[src/hw/rtl/olist_pkg.sv]
`timescale 1ns / 1ps
// shared types, codes and constants of the ordered list engine
package olist_pkg;

  localparam int unsigned OLE_CAPACITY = 64;
  localparam int unsigned VALUE_W      = 32;
  localparam int unsigned TOTAL_W      = 7;

  typedef enum logic [2:0] {
    REQ_INS_HEAD = 3'd0,
    REQ_INS_TAIL = 3'd1,
    REQ_DEL_HEAD = 3'd2,
    REQ_DEL_TAIL = 3'd3,
    REQ_INS_POS  = 3'd4,
    REQ_DEL_VAL  = 3'd5
  } req_e;

  typedef enum logic [2:0] {
    STAT_OK        = 3'd0,
    STAT_EMPTY     = 3'd1,
    STAT_NOT_FOUND = 3'd2,
    STAT_INVALID   = 3'd3,
    STAT_OOB       = 3'd4,
    STAT_FULL      = 3'd5
  } stat_e;

  typedef struct packed {
    logic [2:0]                req_type;
    logic signed [VALUE_W-1:0] item_value;
    logic signed [7:0]         position;
  } req_t;

  typedef struct packed {
    logic [2:0]                status;
    logic [TOTAL_W-1:0]        entry_total;
    logic signed [VALUE_W-1:0] first_value;
    logic signed [VALUE_W-1:0] last_value;
  } rsp_t;

endpackage

[src/hw/rtl/ordered_list_engine.sv]
`timescale 1ns / 1ps
// ordered list engine: packed list in one ram, walked one entry per cycle
//
//   channel | direction | payload | handshake
//   in      | input     | req_t   | in_valid_i / in_ready_o
//   out     | output    | rsp_t   | out_valid_o / out_ready_i
//
// inserts that move entries walk the ram read port down from the tail, deletes of the
// head or by value walk it up, one entry a cycle; each request then reads head and
// tail, and no new beat is taken until its result is registered. reset clears the
// count and control state but not the ram; an empty list reports zero head and tail.
// a stalled result waits in the output register while the next beat is taken in.
module ordered_list_engine import olist_pkg::*; #(
  parameter int unsigned CAPACITY = OLE_CAPACITY
) (
  input  logic clk_i,
  input  logic rst_ni,
  input  logic in_valid_i,
  output logic in_ready_o,
  input  req_t in_data_i,
  output logic out_valid_o,
  input  logic out_ready_i,
  output rsp_t out_data_o
);

  localparam int unsigned AW = $clog2(CAPACITY);
  localparam int unsigned CW = $clog2(CAPACITY + 1);
  localparam int unsigned PW = (CW > 7) ? CW : 7;
  localparam logic [CW-1:0] CapCnt = CW'(CAPACITY);

  typedef enum logic [2:0] {
    ST_IDLE,
    ST_SHIFT,
    ST_INS,
    ST_SCAN,
    ST_RD_HEAD,
    ST_RD_TAIL,
    ST_CAP_TAIL,
    ST_DONE
  } state_e;

  state_e  state_q, state_d;
  logic [CW-1:0] count_q, count_d;
  stat_e   status_q, status_d;
  logic [AW-1:0] rd_ptr_q, rd_ptr_d;
  logic [AW-1:0] rd_addr_q, rd_addr_d;
  logic    issue_q, issue_d;
  logic    pend_q, pend_d;
  logic    found_q, found_d;
  logic    out_valid_q, out_valid_d;
  rsp_t    out_q, out_d;
  logic [VALUE_W-1:0] val_q, val_d;
  logic [AW-1:0] where_q, where_d;
  logic [VALUE_W-1:0] head_q, head_d;
  logic [VALUE_W-1:0] tail_q, tail_d;

  logic               ram_we;
  logic [AW-1:0]      ram_waddr;
  logic [VALUE_W-1:0] ram_wdata;
  logic               ram_re;
  logic [AW-1:0]      ram_raddr;
  logic [VALUE_W-1:0] ram_rdata;

  logic          ins_go;
  logic [AW-1:0] ins_where;
  logic          is_empty;
  logic          is_full;
  logic [AW-1:0] last_idx;
  logic [AW-1:0] cnt_low;
  logic [PW-1:0] pos_ext;
  logic [PW-1:0] cnt_ext;

  assign is_empty = (count_q == '0);
  assign is_full  = (count_q == CapCnt);
  assign last_idx = AW'(count_q - CW'(1));
  assign cnt_low  = AW'(count_q);
  assign pos_ext  = PW'(in_data_i.position[6:0]);
  assign cnt_ext  = PW'(count_q);

  olist_ram #(
    .Width(VALUE_W),
    .Depth(CAPACITY)
  ) u_ram (
    .clk_i  (clk_i),
    .we_i   (ram_we),
    .waddr_i(ram_waddr),
    .wdata_i(ram_wdata),
    .re_i   (ram_re),
    .raddr_i(ram_raddr),
    .rdata_o(ram_rdata)
  );

  always_comb begin
    state_d     = state_q;
    count_d     = count_q;
    status_d    = status_q;
    rd_ptr_d    = rd_ptr_q;
    rd_addr_d   = rd_ptr_q;
    issue_d     = issue_q;
    pend_d      = 1'b0;
    found_d     = found_q;
    out_valid_d = out_valid_q & ~out_ready_i;
    out_d       = out_q;
    val_d       = val_q;
    where_d     = where_q;
    head_d      = head_q;
    tail_d      = tail_q;
    ram_we      = 1'b0;
    ram_waddr   = where_q;
    ram_wdata   = val_q;
    ram_re      = 1'b0;
    ram_raddr   = rd_ptr_q;
    ins_go      = 1'b0;
    ins_where   = '0;

    case (state_q)
      ST_IDLE: begin
        if (in_valid_i) begin
          val_d    = in_data_i.item_value;
          status_d = STAT_OK;
          state_d  = ST_RD_HEAD;
          case (req_e'(in_data_i.req_type))
            REQ_INS_HEAD: begin
              ins_go    = 1'b1;
              ins_where = '0;
            end
            REQ_INS_TAIL: begin
              ins_go    = 1'b1;
              ins_where = cnt_low;
            end
            REQ_DEL_HEAD: begin
              if (is_empty) begin
                status_d = STAT_EMPTY;
              end else if (count_q == CW'(1)) begin
                count_d = '0;
              end else begin
                // pull every later entry down by one
                state_d  = ST_SCAN;
                rd_ptr_d = AW'(1);
                issue_d  = 1'b1;
                found_d  = 1'b1;
              end
            end
            REQ_DEL_TAIL: begin
              if (is_empty) begin
                status_d = STAT_EMPTY;
              end else begin
                count_d = count_q - CW'(1);
              end
            end
            REQ_INS_POS: begin
              if (in_data_i.position[7]) begin
                status_d = STAT_INVALID;
              end else if (pos_ext > cnt_ext) begin
                status_d = STAT_OOB;
              end else begin
                ins_go    = 1'b1;
                ins_where = AW'(in_data_i.position[6:0]);
              end
            end
            REQ_DEL_VAL: begin
              if (is_empty) begin
                status_d = STAT_EMPTY;
              end else begin
                state_d  = ST_SCAN;
                rd_ptr_d = '0;
                issue_d  = 1'b1;
                found_d  = 1'b0;
              end
            end
            default: ;
          endcase
          if (ins_go) begin
            where_d = ins_where;
            if (is_full) begin
              status_d = STAT_FULL;
            end else if (ins_where == cnt_low) begin
              state_d = ST_INS;
            end else begin
              // move entries up, from the tail down to the insert slot
              state_d  = ST_SHIFT;
              rd_ptr_d = last_idx;
              issue_d  = 1'b1;
            end
          end
        end
      end
      ST_SHIFT: begin
        ram_re = issue_q;
        pend_d = issue_q;
        if (issue_q) begin
          if (rd_ptr_q == where_q) begin
            issue_d = 1'b0;
          end else begin
            rd_ptr_d = rd_ptr_q - AW'(1);
          end
        end
        if (pend_q) begin
          ram_we    = 1'b1;
          ram_waddr = rd_addr_q + AW'(1);
          ram_wdata = ram_rdata;
        end
        if (!issue_q) begin
          state_d = ST_INS;
        end
      end
      ST_INS: begin
        ram_we    = 1'b1;
        ram_waddr = where_q;
        ram_wdata = val_q;
        count_d   = count_q + CW'(1);
        state_d   = ST_RD_HEAD;
      end
      ST_SCAN: begin
        ram_re = issue_q;
        pend_d = issue_q;
        if (issue_q) begin
          if (rd_ptr_q == last_idx) begin
            issue_d = 1'b0;
          end else begin
            rd_ptr_d = rd_ptr_q + AW'(1);
          end
        end
        // once the victim is found, each later entry moves down one slot
        if (pend_q) begin
          if (found_q) begin
            ram_we    = 1'b1;
            ram_waddr = rd_addr_q - AW'(1);
            ram_wdata = ram_rdata;
          end else if (ram_rdata == val_q) begin
            found_d = 1'b1;
          end
        end
        if (!issue_q) begin
          state_d = ST_RD_HEAD;
          if (found_d) begin
            count_d  = count_q - CW'(1);
            status_d = STAT_OK;
          end else begin
            status_d = STAT_NOT_FOUND;
          end
        end
      end
      ST_RD_HEAD: begin
        ram_re    = 1'b1;
        ram_raddr = '0;
        state_d   = ST_RD_TAIL;
      end
      ST_RD_TAIL: begin
        ram_re    = 1'b1;
        ram_raddr = last_idx;
        head_d    = ram_rdata;
        state_d   = ST_CAP_TAIL;
      end
      ST_CAP_TAIL: begin
        tail_d  = ram_rdata;
        state_d = ST_DONE;
      end
      ST_DONE: begin
        if (!out_valid_q || out_ready_i) begin
          out_valid_d       = 1'b1;
          out_d.status      = status_q;
          out_d.entry_total = TOTAL_W'(count_q);
          out_d.first_value = is_empty ? '0 : head_q;
          out_d.last_value  = is_empty ? '0 : tail_q;
          state_d           = ST_IDLE;
        end
      end
      default: begin
        state_d = ST_IDLE;
      end
    endcase
  end

  always_ff @(posedge clk_i or negedge rst_ni) begin
    if (!rst_ni) begin
      state_q     <= ST_IDLE;
      count_q     <= '0;
      status_q    <= STAT_OK;
      rd_ptr_q    <= '0;
      issue_q     <= 1'b0;
      pend_q      <= 1'b0;
      found_q     <= 1'b0;
      out_valid_q <= 1'b0;
      out_q       <= '0;
    end else begin
      state_q     <= state_d;
      count_q     <= count_d;
      status_q    <= status_d;
      rd_ptr_q    <= rd_ptr_d;
      issue_q     <= issue_d;
      pend_q      <= pend_d;
      found_q     <= found_d;
      out_valid_q <= out_valid_d;
      out_q       <= out_d;
    end
  end

  always_ff @(posedge clk_i) begin
    rd_addr_q <= rd_addr_d;
    val_q     <= val_d;
    where_q   <= where_d;
    head_q    <= head_d;
    tail_q    <= tail_d;
  end

  assign in_ready_o  = (state_q == ST_IDLE);
  assign out_valid_o = out_valid_q;
  assign out_data_o  = out_q;

  a_count_cap: assert property (@(posedge clk_i) disable iff (!rst_ni)
    count_q <= CapCnt)
    else $error("entry count above capacity");

  a_no_write_idle: assert property (@(posedge clk_i) disable iff (!rst_ni)
    state_q == ST_IDLE |-> !ram_we)
    else $error("ram write while idle");

  a_count_step: assert property (@(posedge clk_i) disable iff (!rst_ni)
    count_q != $past(count_q) |->
      (count_q == CW'($past(count_q) + CW'(1)) ||
       count_q == CW'($past(count_q) - CW'(1))))
    else $error("entry count moved by more than one");

  a_accept_leaves_idle: assert property (@(posedge clk_i) disable iff (!rst_ni)
    in_valid_i && in_ready_o |=> state_q != ST_IDLE)
    else $error("accepted beat did not start work");

endmodule

[src/hw/rtl/olist_ram.sv]
`timescale 1ns / 1ps
// generic single-write, single-read ram with registered read data
module olist_ram #(
  parameter int unsigned Width = 32,
  parameter int unsigned Depth = 64
) (
  input  logic                     clk_i,
  input  logic                     we_i,
  input  logic [$clog2(Depth)-1:0] waddr_i,
  input  logic [Width-1:0]         wdata_i,
  input  logic                     re_i,
  input  logic [$clog2(Depth)-1:0] raddr_i,
  output logic [Width-1:0]         rdata_o
);

  logic [Width-1:0] mem_q [Depth];
  logic [Width-1:0] rdata_q;

  always_ff @(posedge clk_i) begin
    if (we_i) begin
      mem_q[waddr_i] <= wdata_i;
    end
    if (re_i) begin
      rdata_q <= mem_q[raddr_i];
    end
  end

  assign rdata_o = rdata_q;

endmodule

[config.mk]
export PLATFORM = sky130hd
export DESIGN_NAME = ordered_list_engine
export DESIGN_NICKNAME = d
export VERILOG_FILES = /design/src/hw/rtl/olist_pkg.sv /design/src/hw/rtl/ordered_list_engine.sv /design/src/hw/rtl/olist_ram.sv
export SDC_FILE = /design/constraint.sdc
export NUM_CORES = 2
export LEC_CHECK = 0
export ABC_CLOCK_PERIOD_IN_PS = 5800
export BUFFER_PORTS_ARGS = -buffer_cell sky130_fd_sc_hd__buf_2
export CORE_AREA = 2 2 460 348
export CTS_CLUSTER_DIAMETER = 60
export DETAILED_ROUTE_END_ITERATION = 10
export DIE_AREA = 0 0 462 350
export PLACE_DENSITY = 0.73
export SLEW_MARGIN = 15
export SYNTH_ARGS = -nofsm -noshare
export SYNTH_HDL_FRONTEND = slang
export SYNTH_HIERARCHICAL = 1
export SYNTH_SLANG_ARGS = --single-unit
[constraint.sdc]
create_clock -name clk_i -period 5.8 [get_ports clk_i]
set_clock_uncertainty 0.05 [all_clocks]
set_input_delay 0.58 -clock clk_i [delete_from_list [all_inputs] [get_ports clk_i]]
set_output_delay 0.58 -clock clk_i [all_outputs]
set_load 0.02 [all_outputs]
# After elaboration in Yosys (flattened, before gate mapping)
# Memory sizes are Yosys's and may differ from the RTL's. A register that Yosys moved wholly into a read port is not among the register bits.
# Index checks and enable logic that the tools add are counted.
[word_totals]
regBits = 205
ram_bits = 2048
word_cells = 179
memories = 1
[memory_table]
columns = ["name", "depth", "width", "read_ports", "rd_ports_with_merged_regs", "write_ports", "line_no", "text"]
rows = [
  ["u_ram.mem_q", 64, 32, 1, 1, 1, "olist_ram.sv:16", "logic [Width-1:0] mem_q [Depth];"],
]
[classes]
n_addsub = 6
n_lt_le_gt_ge = 1
n_eq_ne = 34
muxes = 97
bitwise = 2
n_reduce_logical = 21
[ops]
columns = ["op", "n"]
rows = [
  ["two-way mux 32 bit", 5],
  ["two-way mux 6 bit", 18],
  ["one-hot mux 32 bit (2 select lines)", 1],
  ["one-hot mux 6 bit (2 select lines)", 4],
  ["two-way mux 3 bit", 15],
  ["two-way mux 7 bit", 6],
  ["equality test 32 bit", 1],
  ["two-way mux 1 bit", 32],
  ["one-hot mux 3 bit (8 select lines)", 1],
  ["one-hot mux 7 bit (3 select lines)", 1],
  ["equality test 3 bit, second input constant", 6],
  ["equality test 6 bit", 3],
  ["inequality test 2 bit, second input constant", 9],
  ["one-hot mux 3 bit (2 select lines)", 3],
  ["one-hot mux 6 bit (3 select lines)", 1],
  ["inequality test 3 bit, second input constant", 5],
  ["one-hot mux 7 bit (2 select lines)", 1],
  ["adder 6 x 1 -> 6 bit, second input constant", 2],
  ["equality test 3 x 2 -> 1 bit, second input constant", 4],
  ["AND reduction 6 bit", 2],
  ["subtractor 6 x 1 -> 6 bit, second input constant", 2],
  ["one-hot mux 1 bit (2 select lines)", 5],
  ["AND reduction 8 bit", 1],
  ["adder 7 x 1 -> 7 bit, second input constant", 1],
  ["other kinds (21)", 32],
]

# Logic depth before layout (Yosys ltp)
[logic_depth]
ltp_word = 12
mapped_depth = 14
depth_no_buf = 10

# Modules after synthesis
# The synthesis kept the hierarchy.
[modules_own_cells]
columns = ["module", "n_inst", "cells_each", "area_each_um2", "seq_area_each_um2"]
rows = [
  ["olist_ram", 1, 3511, 79359.9, 62459.9],
  ["ordered_list_engine", 1, 870, 9576.7, 5610.4],
]

# Worst setup path after synthesis
# Ideal clock, no wire load.
[synth_path]
path_type = "reg2reg"
from = "reg state_q[0]"
to = "mem u_ram.mem_q[28][0], enable pin"
setup_time_ns = 0.421
arrival_time_ns = 4.577
required_time_ns = 5.329
setup_slack_ns = 0.751
stages_incl_launch_ff = 14
path_cell_list = "dfrtp_1 > nor2b_1 > clkbuf_1 > nand2_1 > nor2_1 > nor2_1 > clkbuf_1 > clkbuf_1 > a22o_1 > clkbuf_1 > or3b_2 > or2_2 > clkbuf_1 > nor2_1"
[synth_via]
elab_cells_between_ends = 7
cone_classes = "eq/ne (3); mux (4)"
[synth_lines]
columns = ["item", "line_no", "text"]
rows = [
  ["start: declaration", "ordered_list_engine.sv:42", "state_e state_q, state_d;"],
  ["start signal: assignment", "ordered_list_engine.sv:287", "state_q <= state_d;"],
  ["equality test 3 x 2 -> 1 bit / equality test 3 x 1 -> 1 bit (equally long branches)", "ordered_list_engine.sv:116", "case (state_q)"],
  ["one-hot mux 6 bit (2 select lines) (*)", "ordered_list_engine.sv:116", ""],
  ["net ram_waddr[2]", "ordered_list_engine.sv:58", "logic [AW-1:0] ram_waddr;"],
  ["end: declaration", "olist_ram.sv:16", ""],
]
# The timed path passes the listed nets; every way through them passes the cells marked *.

# Worst setup path in the final report
[layout_path]
from = "reg state_q[0]"
to = "mem u_ram.mem_q[53][1], enable pin"
# Same word-level chain as after synthesis.

==> flow_metrics.env <==
export IMPL_status="finished clean"
export IMPL_cp_data_arrival_time_ns=5.52
export IMPL_hp_class="in2reg"
export IMPL_via_count=47400
export IMPL_cts_root_buf="clkbuf_16"
export IMPL_fp_dieArea_um2=162000
export IMPL_power_frac_comb_pct=37.5
export IMPL_cp_slowest_cell="o211ai_1"
export IMPL_boundaryPins=123
export IMPL_final_common_cell="edfxtp_1"
export IMPL_synth_flop_cell="edfxtp_1"
export IMPL_cpPeakStageDelay_ns=0.81
export IMPL_grt_pass1_wl_mm=337
export IMPL_h_tree_depth=4
export IMPL_drv_slew=0
export IMPL_cp_top_family="simple AND/OR/NAND/NOR gates"
export IMPL_r2r_start="state_q[0]"
export IMPL_powerDensity_nw_per_um2=533
export IMPL_drtIter0Drc=7889
export IMPL_place_hpwl_mm=145
export IMPL_synthArstFlopShare_pct=4.25
export IMPL_drt_first_pass_iters=7
export IMPL_synth_top_family_by_area="multiplexers"
export IMPL_max_freq_ghz=0.197
export IMPL_tightestPinTransition_ns=1.33
export IMPL_synth_compound_area_share_pct=3.83
export IMPL_initial_utilization_pct=56.7
export IMPL_fin_crit_ns=5.09
export IMPL_regArea_um2=68100
export IMPL_grt_overflow_total=0
export IMPL_synth_seq_area_share_pct=76.5
export IMPL_rr_endpoint="u_ram/mem_q[53][1]"
export IMPL_power_frac_seq_pct=38.1
export IMPL_whs_ns=0.0939
export IMPL_synth_xor_area_share_pct=0.567
export IMPL_path_cells="nor2b_1 -> nand2_1 -> buf_4 -> nor2_1 -> a32oi_1 -> o211ai_1 -> nor2b_1 -> nand2_1 -> nor2_4 -> buf_4"
export IMPL_grt_start_max_net_pins=92
export IMPL_rrSetupSlack_ns=0.71
export IMPL_routedWlPerCell_um=34.0
export IMPL_numCtsBuffers=198
export IMPL_r2r_cells=10
export IMPL_die_w_um=462
export IMPL_synth_edf_count=2182
export IMPL_p_clk_share_pct=24.4
export IMPL_synth_distinct_cells=81
export IMPL_hold_end="where_q[4]"
export IMPL_portBuffers=122
export IMPL_grt_usage_pct=29.7
export IMPL_syn_to_final_growth_pct=12.6
export IMPL_rsz0062_at_grt="false"
export IMPL_synth_simple_area_share_pct=3.17
export IMPL_ir_worst_vdd_mv=0.528
export IMPL_synth_nets=4445
export IMPL_p_sw_mw=19.4
export IMPL_die_height_um=350
export IMPL_synth_seq_cells=2285
export IMPL_clk_pin_slew_worst_paths_ns=0.06
export IMPL_synth_adder_area_share_pct=0.248
export IMPL_synthTopCellsByArea="edfxtp_1 (74%), mux4_2 (11%), dfrtp_1 (2.7%)"
export IMPL_yosysTopAreaCellShare_pct=73.7
export IMPL_setup_viol=0
export IMPL_finalCritPeriodShare_pct=87.7
export IMPL_core_area_um2=157000
export IMPL_rows=126
export IMPL_critPathBufInv=2
export IMPL_synthCells=4381
export IMPL_p_leak_nw=31.9
export IMPL_avgSynthCellArea_um2=20.3
export IMPL_switching_share_pct=36.3
export IMPL_critPathRequiredTime_ns=6.23
export IMPL_crit_path_start_kind="flop"
export IMPL_cts_tree="yes"
export IMPL_cts_sinks=2285
export IMPL_globalplace_congestion=0.941
export IMPL_clk_latency_ns=0.85
export IMPL_fillers=10300
export IMPL_multi_input_area_um2=20000
export IMPL_cp_max_fo=32
export IMPL_ys_warn_count=6
export IMPL_crit_type="reg2reg"
export IMPL_hp_start="in_data_i[4]"
export IMPL_setup_worst_path_end_class="flop"
export IMPL_viasPerCell=6.79
export IMPL_layout_drive_gt1_share_pct=24.6
export IMPL_relSlewSlack_pct=10.7
export IMPL_drc=0
export IMPL_grt_pass1_vias=45500
export IMPL_maxCapViolations=0
export IMPL_antenna_found_initial=17
export IMPL_clockBufferDepth=3
export IMPL_synth_top_cell_by_area="edfxtp_1"
export IMPL_min_path_cells=2
export IMPL_wirelength_mm=237
export IMPL_final_cell_mix="edfxtp_1 (2182), mux4_2 (446), nand2_1 (218)"
export IMPL_cts_setup_buffers=0
export IMPL_fin_nets=4764
export IMPL_tns_ns=0
export IMPL_synthMuxAreaShare_pct=13.9
export IMPL_antenna_left=0
export IMPL_hold_viol_final=0
export IMPL_synth_area_um2=88900
export IMPL_p_int_mw=34.0
## sequential cells by signal (all words and copies together) (netlist names), 3 cells and up
register / cells
u_ram/mem_q: 2048
where_q: 6
state_q: 3
rd_addr_q: 6
u_ram/rdata_o: 32
rd_addr_d: 6
status_q: 3
val_q: 32
cnt_ext: 7
tail_q: 32
head_q: 32
out_data_o: 74
## power groups by stage
stage	logic (mW)	clock network (mW)	registers, mW
6_report	20.0	13.0	20.3
5_1_grt	20.8	13.7	20.3
4_1_cts	19.6	13.1	20.3
3_5_place_dp	19.5	0	20.6
3_3_place_gp	19.3	0	20.6
2_1_floorplan	12.4	0	20.3
## cell usage after synthesis (36+ instances only)
| library cell | n |
|---|---|
| nor2_1 | 119 |
| mux2i_1 | 194 |
| edfxtp_1 | 2182 |
| nand3_1 | 130 |
| a21oi_1 | 47 |
| buf_2 | 55 |
| a22oi_1 | 129 |
| mux2_2 | 36 |
| dfrtp_1 | 97 |
| mux4_2 | 446 |
| clkbuf_1 | 109 |
| o22ai_1 | 46 |
| nand2_1 | 218 |
| o21ai_0 | 64 |
## how the worst max path moves through the flow
stage | from | endpoint | slack [ns] | cells past startpoint
after floorplan | state_q[0] | u_ram/mem_q[28][0] | 0.75 | 13
after global placement | state_q[0] | u_ram/mem_q[53][1] | 0.73 | 10
after detailed placement | state_q[0] | u_ram/mem_q[53][5] | 0.59 | 10
after CTS | state_q[0] | u_ram/mem_q[53][3] | 0.61 | 10
after global routing | state_q[0] | u_ram/mem_q[53][24] | 0.56 | 10
final | state_q[0] | u_ram/mem_q[53][1] | 0.71 | 10
## stage by stage
step	total power [mW]	cell area, um^2	utilization [%]	setup slack (ns)	cells
after global routing	54.9	100000	63.9	0.558	6965
after global placement	39.9	93500	59.6	0.730	6579
after CTS	53.0	100000	63.8	0.610	6965
final	53.4	100000	63.9	0.713	6974
after floorplan	32.7	88900	-	0.751	4381
after detailed placement	40.1	93500	59.6	0.590	6579
## logic make-up after synthesis
group | count (synthesis)
DFF | 2285
buffers and inverters | 267
adders and majority gates | 17
and+or+nand+nor | 605
muxes | 676
xor gates and xnor gates | 56
AOI/OAI and AO/OA | 475
## repair_timing
item / in CTS / in global routing
endpoints found under the hold margin: 69 / 0
gates resized for setup: 0 / 0
hold buffers: 33 / 0
## metal layers
metal	routed length, um	share of wire [%]	vias up	track usage (%)
li1	-	-	18800	-
met1	90200	38	24700	44.6
met2	105000	44	3495	42.3
met3	35700	15	390	9.57
met4	6050	2.6	8	7.87
met5	48	0.020	-	0
## final cells by class
class | instances | area share, %
clock buffer | 248 | 5.22
sequential | 2285 | 67.9
timing repair buffer | 366 | 3.08
antenna | 9 | 0.0225
tap | 2112 | 2.64
clock inverter | 105 | 1.05
inverter | 20 | 0.0749
multi-input combinational | 1829 | 20.0
No activity file was read; power rests on OpenSTA's default activity.
